## config.mk

```make
export PLATFORM = sky130hd
export DESIGN_NAME = volume_scale_peak_level_meter_unit_flat
export DESIGN_NICKNAME = d
export VERILOG_FILES = /design/src/rtl/vsplm_pkg.sv /design/src/rtl/vsplm_in_if.sv /design/src/rtl/vsplm_out_if.sv /design/src/rtl/vsplm_front.sv /design/src/rtl/vsplm_fifo.sv /design/src/rtl/vsplm_back.sv /design/src/rtl/volume_scale_peak_level_meter_unit.sv /design/src/flat_wrapper.sv
export VERILOG_INCLUDE_DIRS = /design/src /design/src/rtl
export SDC_FILE = /design/constraint.sdc
export NUM_CORES = 1
export LEC_CHECK = 0
export ABC_AREA = 1
export BUFFER_PORTS_ARGS = -buffer_cell sky130_fd_sc_hd__buf_2
export CORE_MARGIN = 4
export CORE_UTILIZATION = 49
export CTS_CLUSTER_SIZE = 40
export DETAILED_ROUTE_END_ITERATION = 6
export GPL_TIMING_DRIVEN = 0
export MAX_ROUTING_LAYER = met4
export SLEW_MARGIN = 5
export SYNTH_ARGS = -nofsm -noshare
export SYNTH_HDL_FRONTEND = slang
export SYNTH_SLANG_ARGS = --single-unit
export TNS_END_PERCENT = 100
```

## constraint.sdc

```tcl
create_clock -name clk -period 7.4 [get_ports clk]
set_input_delay 1.11 -clock clk [delete_from_list [all_inputs] [get_ports clk]]
set_output_delay 1.11 -clock clk [all_outputs]
set_load 0.02 [all_outputs]
```

## src/rtl/volume_scale_peak_level_meter_unit_defines.svh

```systemverilog
// assertion macros shared by the rtl files
`ifndef VOLUME_SCALE_PEAK_LEVEL_METER_UNIT_DEFINES_SVH
`define VOLUME_SCALE_PEAK_LEVEL_METER_UNIT_DEFINES_SVH

// condition holds at every edge out of reset
`define VSPLM_ASSERT_ALWAYS(lbl, cond, msg) \
  lbl: assert property (@(posedge clk) disable iff (!rst_n) (cond)) else $error(msg);

// consequent holds in the same cycle as the antecedent
`define VSPLM_ASSERT_IMP(lbl, ante, cons, msg) \
  lbl: assert property (@(posedge clk) disable iff (!rst_n) (ante) |-> (cons)) \
    else $error(msg);

// consequent holds in the cycle after the antecedent
`define VSPLM_ASSERT_NEXT(lbl, ante, cons, msg) \
  lbl: assert property (@(posedge clk) disable iff (!rst_n) (ante) |=> (cons)) \
    else $error(msg);

`endif

```

## src/rtl/vsplm_pkg.sv

```systemverilog
package vsplm_pkg;

  localparam int SAMPLE_W    = 16;
  localparam int VOL_W       = 7;
  localparam int IVL_W       = 24;
  localparam int FLOOR_W     = 7;
  localparam int LEVEL_W     = 4;
  localparam int CFG_DATA_W  = 24;
  localparam int CFG_IDX_W   = 2;
  localparam int MAG_W       = 17;
  localparam int PROD_W      = 24;
  localparam int RECIP_W     = 23;
  localparam int RECIP_SH    = 29;
  localparam int RPROD_W     = PROD_W + RECIP_W;
  localparam int QDEPTH      = 4;
  localparam int QPTR_W      = 2;
  localparam int QCNT_W      = 3;
  localparam int THR_W       = 15;
  localparam int THR_IDX_W   = 6;
  localparam int LEVEL_STEPS = 10;
  localparam int BAND_DB     = 4;
  localparam int LAST_THR    = 40;

  // ceil(2^29 / 100): exact floor(x / 100) for every product magnitude here
  localparam logic [RECIP_W-1:0] RECIP_K = 23'd5368710;

  localparam logic [MAG_W-1:0] POS_LIMIT = 17'd32767;
  localparam logic [MAG_W-1:0] NEG_LIMIT = 17'd32768;

  localparam logic [VOL_W-1:0]          VOLUME_RST   = 7'd100;
  localparam logic                      AMP_RST      = 1'b0;
  localparam logic [IVL_W-1:0]          INTERVAL_RST = 24'd100000;
  localparam logic signed [FLOOR_W-1:0] FLOOR_RST    = -7'sd40;

  typedef enum logic {
    OP_SAMPLE = 1'b0,
    OP_TICK   = 1'b1
  } opcode_t;

  typedef enum logic [CFG_IDX_W-1:0] {
    REG_VOLUME   = 2'd0,
    REG_AMP      = 2'd1,
    REG_INTERVAL = 2'd2,
    REG_FLOOR    = 2'd3
  } cfg_reg_t;

  typedef struct packed {
    logic [VOL_W-1:0]          volume_percent;
    logic                      amp_mode;
    logic [IVL_W-1:0]          meter_interval_ticks;
    logic signed [FLOOR_W-1:0] level_floor_db;
  } cfg_t;

  typedef struct packed {
    opcode_t                    opcode;
    logic                       chunk_end;
    logic signed [SAMPLE_W-1:0] sample_out;
    logic [MAG_W-1:0]           mag;
  } qent_t;

  // smallest peak whose rounded dB is at least -idx
  function automatic logic [THR_W-1:0] thr_at(input logic [THR_IDX_W-1:0] idx);
    logic [THR_W-1:0] t;
    unique case (idx)
      6'd0:  t = 15'd30935;
      6'd1:  t = 15'd27571;
      6'd2:  t = 15'd24573;
      6'd3:  t = 15'd21901;
      6'd4:  t = 15'd19519;
      6'd5:  t = 15'd17397;
      6'd6:  t = 15'd15505;
      6'd7:  t = 15'd13819;
      6'd8:  t = 15'd12316;
      6'd9:  t = 15'd10977;
      6'd10: t = 15'd9783;
      6'd11: t = 15'd8719;
      6'd12: t = 15'd7771;
      6'd13: t = 15'd6926;
      6'd14: t = 15'd6173;
      6'd15: t = 15'd5502;
      6'd16: t = 15'd4903;
      6'd17: t = 15'd4370;
      6'd18: t = 15'd3895;
      6'd19: t = 15'd3471;
      6'd20: t = 15'd3094;
      6'd21: t = 15'd2758;
      6'd22: t = 15'd2458;
      6'd23: t = 15'd2191;
      6'd24: t = 15'd1952;
      6'd25: t = 15'd1740;
      6'd26: t = 15'd1551;
      6'd27: t = 15'd1382;
      6'd28: t = 15'd1232;
      6'd29: t = 15'd1098;
      6'd30: t = 15'd979;
      6'd31: t = 15'd872;
      6'd32: t = 15'd778;
      6'd33: t = 15'd693;
      6'd34: t = 15'd618;
      6'd35: t = 15'd551;
      6'd36: t = 15'd491;
      6'd37: t = 15'd437;
      6'd38: t = 15'd390;
      6'd39: t = 15'd348;
      6'd40: t = 15'd310;
      default: t = 15'd310;
    endcase
    return t;
  endfunction

endpackage

```

## src/rtl/vsplm_in_if.sv

```systemverilog
interface vsplm_in_if;
  logic                                    valid;
  logic                                    ready;
  logic                                    opcode;
  logic signed [vsplm_pkg::SAMPLE_W-1:0]   sample_in;
  logic                                    chunk_end;

  modport source (output valid, output opcode, output sample_in, output chunk_end,
                  input ready);
  modport sink (input valid, input opcode, input sample_in, input chunk_end,
                output ready);
endinterface

```

## src/rtl/vsplm_out_if.sv

```systemverilog
interface vsplm_out_if;
  logic                                    valid;
  logic                                    ready;
  logic signed [vsplm_pkg::SAMPLE_W-1:0]   sample_out;
  logic                                    level_valid;
  logic [vsplm_pkg::LEVEL_W-1:0]           level;

  modport source (output valid, output sample_out, output level_valid, output level,
                  input ready);
  modport sink (input valid, input sample_out, input level_valid, input level,
                output ready);
endinterface

```

## src/rtl/vsplm_front.sv

```systemverilog
module vsplm_front (
  input  logic                clk,
  input  logic                rst_n,
  input  vsplm_pkg::cfg_t     cfg,
  vsplm_in_if.sink            in_chan,
  output logic                push,
  output vsplm_pkg::qent_t    push_data,
  input  logic                q_full
);

  logic                                  s1_v_r;
  logic                                  s1_op_r;
  logic                                  s1_ce_r;
  logic                                  s1_neg_r;
  logic signed [vsplm_pkg::SAMPLE_W-1:0] s1_raw_r;
  logic [vsplm_pkg::PROD_W-1:0]          s1_prod_r;

  logic                                  s2_v_r;
  logic                                  s2_op_r;
  logic                                  s2_ce_r;
  logic                                  s2_neg_r;
  logic signed [vsplm_pkg::SAMPLE_W-1:0] s2_raw_r;
  logic [vsplm_pkg::SAMPLE_W-1:0]        s2_q_r;

  logic                                  s1_adv;
  logic                                  s2_adv;
  logic                                  in_neg;
  logic [vsplm_pkg::MAG_W-1:0]           in_abs;
  logic [vsplm_pkg::PROD_W-1:0]          prod_nxt;
  logic [vsplm_pkg::RPROD_W-1:0]         rprod;
  logic [vsplm_pkg::SAMPLE_W-1:0]        q_nxt;
  logic [vsplm_pkg::MAG_W-1:0]           q_ext;
  logic [vsplm_pkg::MAG_W-1:0]           lim;
  logic [vsplm_pkg::MAG_W-1:0]           sat_mag;
  logic [vsplm_pkg::MAG_W-1:0]           scaled;

  assign s2_adv        = !s2_v_r || !q_full;
  assign push          = s2_v_r && !q_full;
  assign s1_adv        = !s1_v_r || s2_adv;
  assign in_chan.ready = s1_adv;

  // stage 1: |sample| * volume
  assign in_neg   = in_chan.sample_in[vsplm_pkg::SAMPLE_W-1];
  assign in_abs   = in_neg ? (~{in_chan.sample_in[vsplm_pkg::SAMPLE_W-1], in_chan.sample_in}
                              + vsplm_pkg::MAG_W'(1))
                           : {1'b0, in_chan.sample_in};
  assign prod_nxt = vsplm_pkg::PROD_W'(in_abs) * vsplm_pkg::PROD_W'(cfg.volume_percent);

  // stage 2: divide by 100 through the reciprocal
  assign rprod = vsplm_pkg::RPROD_W'(s1_prod_r) * vsplm_pkg::RPROD_W'(vsplm_pkg::RECIP_K);
  assign q_nxt = rprod[vsplm_pkg::RECIP_SH +: vsplm_pkg::SAMPLE_W];

  // saturate to the signed 16 bit range on the way into the queue
  assign q_ext   = {1'b0, s2_q_r};
  assign lim     = s2_neg_r ? vsplm_pkg::NEG_LIMIT : vsplm_pkg::POS_LIMIT;
  assign sat_mag = (q_ext > lim) ? lim : q_ext;
  assign scaled  = s2_neg_r ? (~sat_mag + vsplm_pkg::MAG_W'(1)) : sat_mag;

  always_comb begin
    push_data.opcode     = vsplm_pkg::opcode_t'(s2_op_r);
    push_data.chunk_end  = s2_ce_r;
    push_data.sample_out = cfg.amp_mode ? s2_raw_r
                                        : $signed(scaled[vsplm_pkg::SAMPLE_W-1:0]);
    push_data.mag        = sat_mag;
  end

  always_ff @(posedge clk) begin
    if (!rst_n) begin
      s1_v_r <= 1'b0;
      s2_v_r <= 1'b0;
    end else begin
      if (s1_adv) begin
        s1_v_r <= in_chan.valid;
      end
      if (s2_adv) begin
        s2_v_r <= s1_v_r;
      end
    end
  end

  always_ff @(posedge clk) begin
    if (s1_adv && in_chan.valid) begin
      s1_op_r   <= in_chan.opcode;
      s1_ce_r   <= in_chan.chunk_end;
      s1_neg_r  <= in_neg;
      s1_raw_r  <= in_chan.sample_in;
      s1_prod_r <= prod_nxt;
    end
    if (s2_adv && s1_v_r) begin
      s2_op_r  <= s1_op_r;
      s2_ce_r  <= s1_ce_r;
      s2_neg_r <= s1_neg_r;
      s2_raw_r <= s1_raw_r;
      s2_q_r   <= q_nxt;
    end
  end

endmodule

```

## src/rtl/vsplm_fifo.sv

```systemverilog
`include "volume_scale_peak_level_meter_unit_defines.svh"

module vsplm_fifo (
  input  logic                clk,
  input  logic                rst_n,
  input  logic                push,
  input  vsplm_pkg::qent_t    push_data,
  output logic                full,
  input  logic                pop,
  output vsplm_pkg::qent_t    pop_data,
  output logic                empty
);

  vsplm_pkg::qent_t                mem_r [vsplm_pkg::QDEPTH];
  logic [vsplm_pkg::QPTR_W-1:0]    wr_ptr_r;
  logic [vsplm_pkg::QPTR_W-1:0]    rd_ptr_r;
  logic [vsplm_pkg::QCNT_W-1:0]    cnt_r;
  logic [vsplm_pkg::QCNT_W-1:0]    cnt_nxt;

  assign full     = (cnt_r == vsplm_pkg::QCNT_W'(vsplm_pkg::QDEPTH));
  assign empty    = (cnt_r == '0);
  assign pop_data = mem_r[rd_ptr_r];

  always_comb begin
    cnt_nxt = cnt_r;
    priority if (push && !pop) begin
      cnt_nxt = cnt_r + vsplm_pkg::QCNT_W'(1);
    end else if (pop && !push) begin
      cnt_nxt = cnt_r - vsplm_pkg::QCNT_W'(1);
    end else begin
      cnt_nxt = cnt_r;
    end
  end

  always_ff @(posedge clk) begin
    if (!rst_n) begin
      wr_ptr_r <= '0;
      rd_ptr_r <= '0;
      cnt_r    <= '0;
    end else begin
      cnt_r <= cnt_nxt;
      if (push) begin
        wr_ptr_r <= wr_ptr_r + vsplm_pkg::QPTR_W'(1);
      end
      if (pop) begin
        rd_ptr_r <= rd_ptr_r + vsplm_pkg::QPTR_W'(1);
      end
    end
  end

  always_ff @(posedge clk) begin
    if (push) begin
      mem_r[wr_ptr_r] <= push_data;
    end
  end

  `VSPLM_ASSERT_ALWAYS(a_cnt_bound, cnt_r <= vsplm_pkg::QCNT_W'(vsplm_pkg::QDEPTH), "queue count past depth")
  `VSPLM_ASSERT_NEXT(a_cnt_grow, push && !pop, cnt_r == $past(cnt_r) + vsplm_pkg::QCNT_W'(1), "queue count missed a push")

endmodule

```

## src/rtl/vsplm_back.sv

```systemverilog
`include "volume_scale_peak_level_meter_unit_defines.svh"

module vsplm_back #(
  parameter int TIMER_WIDTH = 24
) (
  input  logic                clk,
  input  logic                rst_n,
  input  vsplm_pkg::cfg_t     cfg,
  input  logic                q_empty,
  input  vsplm_pkg::qent_t    q_data,
  output logic                pop,
  vsplm_out_if.source         out_chan
);

  localparam int CMP_W = (TIMER_WIDTH > vsplm_pkg::IVL_W) ? TIMER_WIDTH : vsplm_pkg::IVL_W;
  localparam logic [TIMER_WIDTH-1:0] TMAX = {TIMER_WIDTH{1'b1}};

  logic [vsplm_pkg::MAG_W-1:0]           peak_r, peak_nxt;
  logic                                  run_r, run_nxt;
  logic [TIMER_WIDTH-1:0]                el_r, el_nxt;

  logic                                  a_v_r;
  logic signed [vsplm_pkg::SAMPLE_W-1:0] a_sample_r;
  logic                                  a_rep_r;
  logic [vsplm_pkg::MAG_W-1:0]           a_peak_r;

  logic                                  o_v_r;
  logic signed [vsplm_pkg::SAMPLE_W-1:0] o_sample_r;
  logic                                  o_lv_r;
  logic [vsplm_pkg::LEVEL_W-1:0]         o_level_r;

  logic                                  o_adv;
  logic                                  a_ready;
  logic                                  is_sample;
  logic                                  rep;
  logic [vsplm_pkg::MAG_W-1:0]           new_peak;
  logic                                  floor_pos;
  logic [vsplm_pkg::FLOOR_W-1:0]         neg_floor;
  logic [vsplm_pkg::THR_IDX_W-1:0]       gate_idx;
  logic                                  gate;
  logic [vsplm_pkg::LEVEL_W-1:0]         band_cnt;
  logic [vsplm_pkg::LEVEL_W-1:0]         level_nxt;

  assign o_adv     = !o_v_r || out_chan.ready;
  assign a_ready   = !a_v_r || o_adv;
  assign pop       = !q_empty && a_ready;
  assign is_sample = (q_data.opcode == vsplm_pkg::OP_SAMPLE);
  assign new_peak  = (q_data.mag > peak_r) ? q_data.mag : peak_r;

  // chunk peak and meter timer, in item order
  always_comb begin
    peak_nxt = peak_r;
    run_nxt  = run_r;
    el_nxt   = el_r;
    rep      = 1'b0;
    if (pop) begin
      if (!is_sample) begin
        if (run_r && el_r != TMAX) begin
          el_nxt = el_r + TIMER_WIDTH'(1);
        end
      end else if (q_data.chunk_end) begin
        peak_nxt = '0;
        if (!run_r) begin
          run_nxt = 1'b1;
          el_nxt  = '0;
        end else if (CMP_W'(el_r) > CMP_W'(cfg.meter_interval_ticks)) begin
          rep     = 1'b1;
          run_nxt = 1'b0;
          el_nxt  = '0;
        end
      end else begin
        peak_nxt = new_peak;
      end
    end
  end

  // level: one count per 4 dB band, gated by the floor and the lowest band
  always_comb begin
    floor_pos = !cfg.level_floor_db[vsplm_pkg::FLOOR_W-1] && (cfg.level_floor_db != '0);
    neg_floor = vsplm_pkg::FLOOR_W'(0) - cfg.level_floor_db;
    gate_idx  = (neg_floor > vsplm_pkg::FLOOR_W'(vsplm_pkg::LAST_THR))
              ? vsplm_pkg::THR_IDX_W'(vsplm_pkg::LAST_THR)
              : neg_floor[vsplm_pkg::THR_IDX_W-1:0];
    gate      = !floor_pos &&
                (a_peak_r >= vsplm_pkg::MAG_W'(vsplm_pkg::thr_at(gate_idx)));
    band_cnt  = '0;
    for (int b = 1; b <= vsplm_pkg::LEVEL_STEPS; b++) begin
      band_cnt = band_cnt + vsplm_pkg::LEVEL_W'(
        a_peak_r >= vsplm_pkg::MAG_W'(
          vsplm_pkg::thr_at(vsplm_pkg::THR_IDX_W'(vsplm_pkg::BAND_DB * b))));
    end
    level_nxt = (a_rep_r && gate) ? band_cnt : '0;
  end

  always_ff @(posedge clk) begin
    if (!rst_n) begin
      peak_r <= '0;
      run_r  <= 1'b0;
      el_r   <= '0;
      a_v_r  <= 1'b0;
      o_v_r  <= 1'b0;
    end else begin
      peak_r <= peak_nxt;
      run_r  <= run_nxt;
      el_r   <= el_nxt;
      if (a_ready) begin
        a_v_r <= pop && is_sample;
      end
      if (o_adv) begin
        o_v_r <= a_v_r;
      end
    end
  end

  always_ff @(posedge clk) begin
    if (pop && is_sample) begin
      a_sample_r <= q_data.sample_out;
      a_rep_r    <= rep;
      a_peak_r   <= new_peak;
    end
    if (o_adv && a_v_r) begin
      o_sample_r <= a_sample_r;
      o_lv_r     <= a_rep_r;
      o_level_r  <= level_nxt;
    end
  end

  assign out_chan.valid       = o_v_r;
  assign out_chan.sample_out  = o_sample_r;
  assign out_chan.level_valid = o_lv_r;
  assign out_chan.level       = o_level_r;

  `VSPLM_ASSERT_IMP(a_level_range, o_v_r, o_level_r <= vsplm_pkg::LEVEL_W'(vsplm_pkg::LEVEL_STEPS), "level above ten")
  `VSPLM_ASSERT_IMP(a_level_quiet, o_v_r && !o_lv_r, o_level_r == '0, "level without report")
  `VSPLM_ASSERT_NEXT(a_report_stops, rep, !run_r && el_r == '0, "timer still running after report")

endmodule

```

## src/rtl/volume_scale_peak_level_meter_unit.sv

```systemverilog
// volume scaler with a chunk peak level meter
// in_chan carries requests: opcode 0 is a pcm sample (sample_in, chunk_end),
// opcode 1 is one timer tick. every sample request gives exactly one result on
// out_chan; a tick gives none. results keep request order.
// sample_out is sample_in * volume_percent / 100, truncated toward zero and
// saturated, or the raw sample when amp_mode is set. level_valid marks a chunk
// end at which the meter interval has passed; level is then 0..10.
// a result passes two multiply stages, the request queue, the meter stage and
// the output register on its way from in_chan to out_chan.
// throughput: one request per cycle unless out_chan.ready stalls the meter stage.
// a four-entry queue between the scaler and the meter lets each side stall on
// its own; when out_chan.ready is low the output register holds and in_chan.ready
// drops once the stages and the queue behind it are full.
// cfg_we writes cfg_wdata into register cfg_index; write only while idle.
// reset (rst_n low, synchronous) empties the pipeline, clears the chunk peak
// and timer, and loads volume 100, amp off, interval 100000, floor -40 dB.
module volume_scale_peak_level_meter_unit #(
  parameter int TIMER_WIDTH = 24
) (
  input  logic                                 clk,
  input  logic                                 rst_n,
  vsplm_in_if.sink                             in_chan,
  vsplm_out_if.source                          out_chan,
  input  logic                                 cfg_we,
  input  logic [vsplm_pkg::CFG_IDX_W-1:0]      cfg_index,
  input  logic [vsplm_pkg::CFG_DATA_W-1:0]     cfg_wdata
);

  vsplm_pkg::cfg_t  cfg_r;
  vsplm_pkg::qent_t push_data;
  vsplm_pkg::qent_t pop_data;
  logic             push;
  logic             pop;
  logic             q_full;
  logic             q_empty;

  always_ff @(posedge clk) begin
    if (!rst_n) begin
      cfg_r.volume_percent       <= vsplm_pkg::VOLUME_RST;
      cfg_r.amp_mode             <= vsplm_pkg::AMP_RST;
      cfg_r.meter_interval_ticks <= vsplm_pkg::INTERVAL_RST;
      cfg_r.level_floor_db       <= vsplm_pkg::FLOOR_RST;
    end else if (cfg_we) begin
      unique case (vsplm_pkg::cfg_reg_t'(cfg_index))
        vsplm_pkg::REG_VOLUME: begin
          cfg_r.volume_percent <= cfg_wdata[vsplm_pkg::VOL_W-1:0];
        end
        vsplm_pkg::REG_AMP: begin
          cfg_r.amp_mode <= cfg_wdata[0];
        end
        vsplm_pkg::REG_INTERVAL: begin
          cfg_r.meter_interval_ticks <= cfg_wdata[vsplm_pkg::IVL_W-1:0];
        end
        vsplm_pkg::REG_FLOOR: begin
          cfg_r.level_floor_db <= $signed(cfg_wdata[vsplm_pkg::FLOOR_W-1:0]);
        end
      endcase
    end
  end

  vsplm_front u_front (
    .clk       (clk),
    .rst_n     (rst_n),
    .cfg       (cfg_r),
    .in_chan   (in_chan),
    .push      (push),
    .push_data (push_data),
    .q_full    (q_full)
  );

  vsplm_fifo u_fifo (
    .clk       (clk),
    .rst_n     (rst_n),
    .push      (push),
    .push_data (push_data),
    .full      (q_full),
    .pop       (pop),
    .pop_data  (pop_data),
    .empty     (q_empty)
  );

  vsplm_back #(
    .TIMER_WIDTH (TIMER_WIDTH)
  ) u_back (
    .clk      (clk),
    .rst_n    (rst_n),
    .cfg      (cfg_r),
    .q_empty  (q_empty),
    .q_data   (pop_data),
    .pop      (pop),
    .out_chan (out_chan)
  );

endmodule
```

## src/flat_wrapper.sv

```systemverilog
// flat-port wrapper written by rule: the top's interface ports become plain ports
module volume_scale_peak_level_meter_unit_flat 
#(
  parameter int TIMER_WIDTH = 24
)
  (clk, rst_n, cfg_we, cfg_index, cfg_wdata, in_chan_valid, in_chan_opcode, in_chan_sample_in, in_chan_chunk_end, in_chan_ready, out_chan_valid, out_chan_sample_out, out_chan_level_valid, out_chan_level, out_chan_ready);
  vsplm_in_if in_chan_i ();
  vsplm_out_if out_chan_i ();
  input  logic clk;
  input  logic rst_n;
  input  logic cfg_we;
  input  logic [vsplm_pkg::CFG_IDX_W-1:0] cfg_index;
  input  logic [vsplm_pkg::CFG_DATA_W-1:0] cfg_wdata;
  input wire logic [$bits(in_chan_i.valid)-1:0] in_chan_valid;
  input wire logic [$bits(in_chan_i.opcode)-1:0] in_chan_opcode;
  input wire logic [$bits(in_chan_i.sample_in)-1:0] in_chan_sample_in;
  input wire logic [$bits(in_chan_i.chunk_end)-1:0] in_chan_chunk_end;
  output wire logic [$bits(in_chan_i.ready)-1:0] in_chan_ready;
  output wire logic [$bits(out_chan_i.valid)-1:0] out_chan_valid;
  output wire logic [$bits(out_chan_i.sample_out)-1:0] out_chan_sample_out;
  output wire logic [$bits(out_chan_i.level_valid)-1:0] out_chan_level_valid;
  output wire logic [$bits(out_chan_i.level)-1:0] out_chan_level;
  input wire logic [$bits(out_chan_i.ready)-1:0] out_chan_ready;
  assign in_chan_i.valid = in_chan_valid;
  assign in_chan_i.opcode = in_chan_opcode;
  assign in_chan_i.sample_in = in_chan_sample_in;
  assign in_chan_i.chunk_end = in_chan_chunk_end;
  assign in_chan_ready = in_chan_i.ready;
  assign out_chan_valid = out_chan_i.valid;
  assign out_chan_sample_out = out_chan_i.sample_out;
  assign out_chan_level_valid = out_chan_i.level_valid;
  assign out_chan_level = out_chan_i.level;
  assign out_chan_i.ready = out_chan_ready;
  volume_scale_peak_level_meter_unit #(.TIMER_WIDTH(TIMER_WIDTH)) u_core (.clk(clk), .rst_n(rst_n), .in_chan(in_chan_i), .out_chan(out_chan_i), .cfg_we(cfg_we), .cfg_index(cfg_index), .cfg_wdata(cfg_wdata));
endmodule
```

==> results.toml <==
[setup_path]
r2r-start = "u_core.u_front.s1_prod_r[13]"
path_common_cell = "inv_1"
critPathLaunchType = "primary input"
worstSetupPathType = "primary input to register"
critPathMaxFanout = 9
crit_required_ns = 7.69
end_kind = "register"
critPathTopFamily = "adder cells"
r2r-end = "u_core.u_front.s2_q_r[4]"
slowest_stage = "fa_1"
ff2ff_path_depth = 21
max_stage_delay_ns = 0.53
worst-r2r-setup-slack_ns = 1.00
cp.depth = 31
path_buf_inv = 10
critPathCapture = "u_core.u_front.s1_prod_r[23]"
arrival_ns = 7.09
startpoint = "in_chan_sample_in[0]"

[sta]
grt_setup_unrepaired = "false"
min_period_ns = 6.80
max_freq_ghz = 0.147
slew_headroom_pct = 23.2
fin_skew_ns = 0.0274
post-route-period-util_pct = 91.9
hold_viol = 0
tightest_slew_ns = 1.15
setup_viol = 0
maxSlewViolCount = 0
fin_tns_setup_ns = 0

[die]
start_util_pct = 49.8
die-area_um2 = 67300
die_w_um = 259
coreArea_um2 = 62200
fp.dieH_um = 259
fp-row-count = 91
pin_count = 72

[clocking]
clk_latency_ns = 0.58
cts_sinks = 361
cts_root_buffer = "clkbuf_16"
clk_path_buf_depth = 3
clk_pin_slew_ns = 0.06
cts_setup_buffers = 0
cts_buffers = 42
tritoncts = "yes"
cts-hold-fix-buffers = 0
htreeDepth = 2

[final_layout]
final-seq-area_um2 = 9900
multi_input_area_um2 = 18300
layout-drive-gt1-share_pct = 5.86
area_growth_pct = 9.64
final_common_cell = "inv_1"
fillCellCount = 5731
fin_nets = 4220
final_area_um2 = 34000
layout_common_cells = "inv_1, nand2_1, ha_1"

[logic_synthesis]
synthArstFlopShare_pct = 0
yosysTopAreaCellShare_pct = 25.9
syn_area_um2 = 31000
ys_ff_latch = 361
syn-instance-count = 3396
synth_area_leaders = "edfxtp_1, fa_1, ha_1, inv_1, dfxtp_1"
synth_compound_area_share_pct = 9.84
syn_area_per_cell_um2 = 9.12
yosysSeqAreaShare_pct = 31.9
synth_edf_count = 267
yosys.area_share.simple_pct = 13.7
ys_types = 57
synthXorXnorAreaFrac_pct = 2.24
synth_top_area_cell = "edfxtp_1"
synth_top_family_by_area = "adder cells"
yosys.area_share.adder_pct = 33.0
synth.mux.area_fraction_pct = 0
synth_ff_type = "edfxtp_1"
ys_warn_count = 0

[route]
drc_errors = 0
vias = 23400
wl_met3_mm = 5.28
viasPerCell = 5.31
dr.max_layer_used = "met4"
drt_iter0_markers = 1540
wl_met1_mm = 36.6
drt_wl_total_mm = 80.8
dr.pass1.iters = 5
route.met2.wl_mm = 37.1
drt-wirelength-per-cell_um = 18.4
antenna_left = 0

[outcome]
outcome = "complete, no violations"

[grt]
grt_pass1_vias = 23600
grt_overflow = 0
grt_start_max_net_pins = 43
antenna_found_initial = 12
grt_pass1_wl_mm = 129
grtUsageTotal_pct = 25.0

[worst_hold_path]
min_path_type = "register to register"

[flow_run]
drv_cap = 0

[placed_design]
dp_hpwl_mm = 67.2
place_area_um2 = 32600
gp_congestion = 0.958
port-buffer-count = 70
==> kinds of logic (layout without fill, tap and decap cells) <==
family,Yosys count,after routing
adders and majority gates,651,651
AOI/OAI and AO/OA,552,552
DFF,361,361
other,2,17
and+or+nand+nor,1003,1003
xor gates and xnor gates,74,74
buffers and inverters,753,902
==> layout make-up <==
class / instances / area share, %
multi-input cells: 2287 / 53.9
plain buffers: 73 / 0.906
diodes: 10 / 0.0737
clock buffers: 61 / 3.55
repair buffers: 75 / 1.41
flip-flops and latches: 361 / 29.1
inverters: 680 / 7.53
well taps: 837 / 3.08
clock inverters: 13 / 0.409
==> worst min-delay path by stage <==
stage / slack [ns] / to / start / depth (start not counted)
after global placement: 0.40 / u_core.u_back.out_chan.sample_out[6] / u_core.u_back.a_sample_r[6] / 0
after floorplan: 0.40 / u_core.u_back.out_chan.sample_out[0] / u_core.u_back.a_sample_r[0] / 0
after detailed placement: 0.41 / u_core.u_back.out_chan.sample_out[6] / u_core.u_back.a_sample_r[6] / 0
after global routing: 0.42 / u_core.u_back.out_chan.sample_out[13] / u_core.u_back.a_sample_r[13] / 0
after CTS: 0.42 / u_core.u_back.out_chan.sample_out[6] / u_core.u_back.a_sample_r[6] / 0
final: 0.41 / u_core.u_front.s2_raw_r[8] / u_core.u_front.s1_raw_r[8] / 0
==> state kept, by name (all words and copies together) (netlist names), 2 cells and up, named ones only <==
name	cells
u_core.cfg_r	39
u_core.u_back.a_peak_r	17
u_core.u_back.a_sample_r	16
u_core.u_back.el_r	24
u_core.u_back.out_chan.level	4
u_core.u_back.out_chan.sample_out	16
u_core.u_back.peak_r	17
u_core.u_fifo.cnt_r	3
u_core.u_fifo.mem_r	136
u_core.u_fifo.rd_ptr_r	2
u_core.u_fifo.wr_ptr_r	2
u_core.u_front.s1_prod_r	24
u_core.u_front.s1_raw_r	15
u_core.u_front.s2_q_r	16
u_core.u_front.s2_raw_r	15
==> cells in the mapped netlist, types with 6 or more instances <==
| cell | count |
|---|---|
| clkbuf_1 | 51 |
| nand3_1 | 113 |
| o21ai_0 | 198 |
| o21ai_1 | 12 |
| o21a_1 | 11 |
| nor2_1 | 307 |
| buf_2 | 18 |
| a31oi_1 | 6 |
| nand2_1 | 460 |
| inv_2 | 12 |
| fa_1 | 278 |
| a21o_1 | 6 |
| o22ai_1 | 33 |
| inv_1 | 666 |
| o211ai_1 | 32 |
| dfxtp_1 | 94 |
| ha_1 | 373 |
| xor2_1 | 45 |
| nor3_1 | 39 |
| xnor2_1 | 26 |
| o31ai_1 | 7 |
| a21oi_1 | 221 |
| nor4_1 | 13 |
| or2_2 | 9 |
| edfxtp_1 | 267 |
| nand4_1 | 34 |
==> timing repair <==
item	CTS	global route
resized for setup	0	3
setup endpoints to repair	0	2
endpoints found under the hold margin	0	0
==> layer usage <==
metal	GRT usage [%]	vias to the layer above
met5	-	-
met4	5.77	0
met3	5.14	92
met2	38.7	546
met1	34.1	11400
li1	-	11400
==> worst register-to-register path: stages, from the launching register on <==
cell,delay (ns)
edfxtp_1,0.71
ha_1,0.41
fa_1,0.55
inv_1,0.05
fa_1,0.50
inv_1,0.05
fa_1,0.53
fa_1,0.56
fa_1,0.56
inv_1,0.06
fa_1,0.61
inv_1,0.06
ha_1,0.34
a21oi_1,0.22
inv_1,0.06
a31oi_1,0.16
inv_1,0.09
a21o_1,0.17
nor2_1,0.11
o31ai_1,0.12
a21oi_1,0.17
xnor2_1,0.08
==> through the flow <==
step                      hold slack (ns)  setup WS, ns  util (%)  std cells
after floorplan                     0.400          1.10         -       3401
after global placement              0.402        -0.326      52.1       4308
after detailed placement            0.405        -0.327      52.4       4313
after CTS                           0.419         0.234      54.6       4387
after global routing                0.424         0.125      54.6       4396
final                               0.415         0.598      54.6       4397
Power is left out: the tool's default activity adds up to more than one toggle a clock period on the data nets, which glitch-free logic cannot reach.
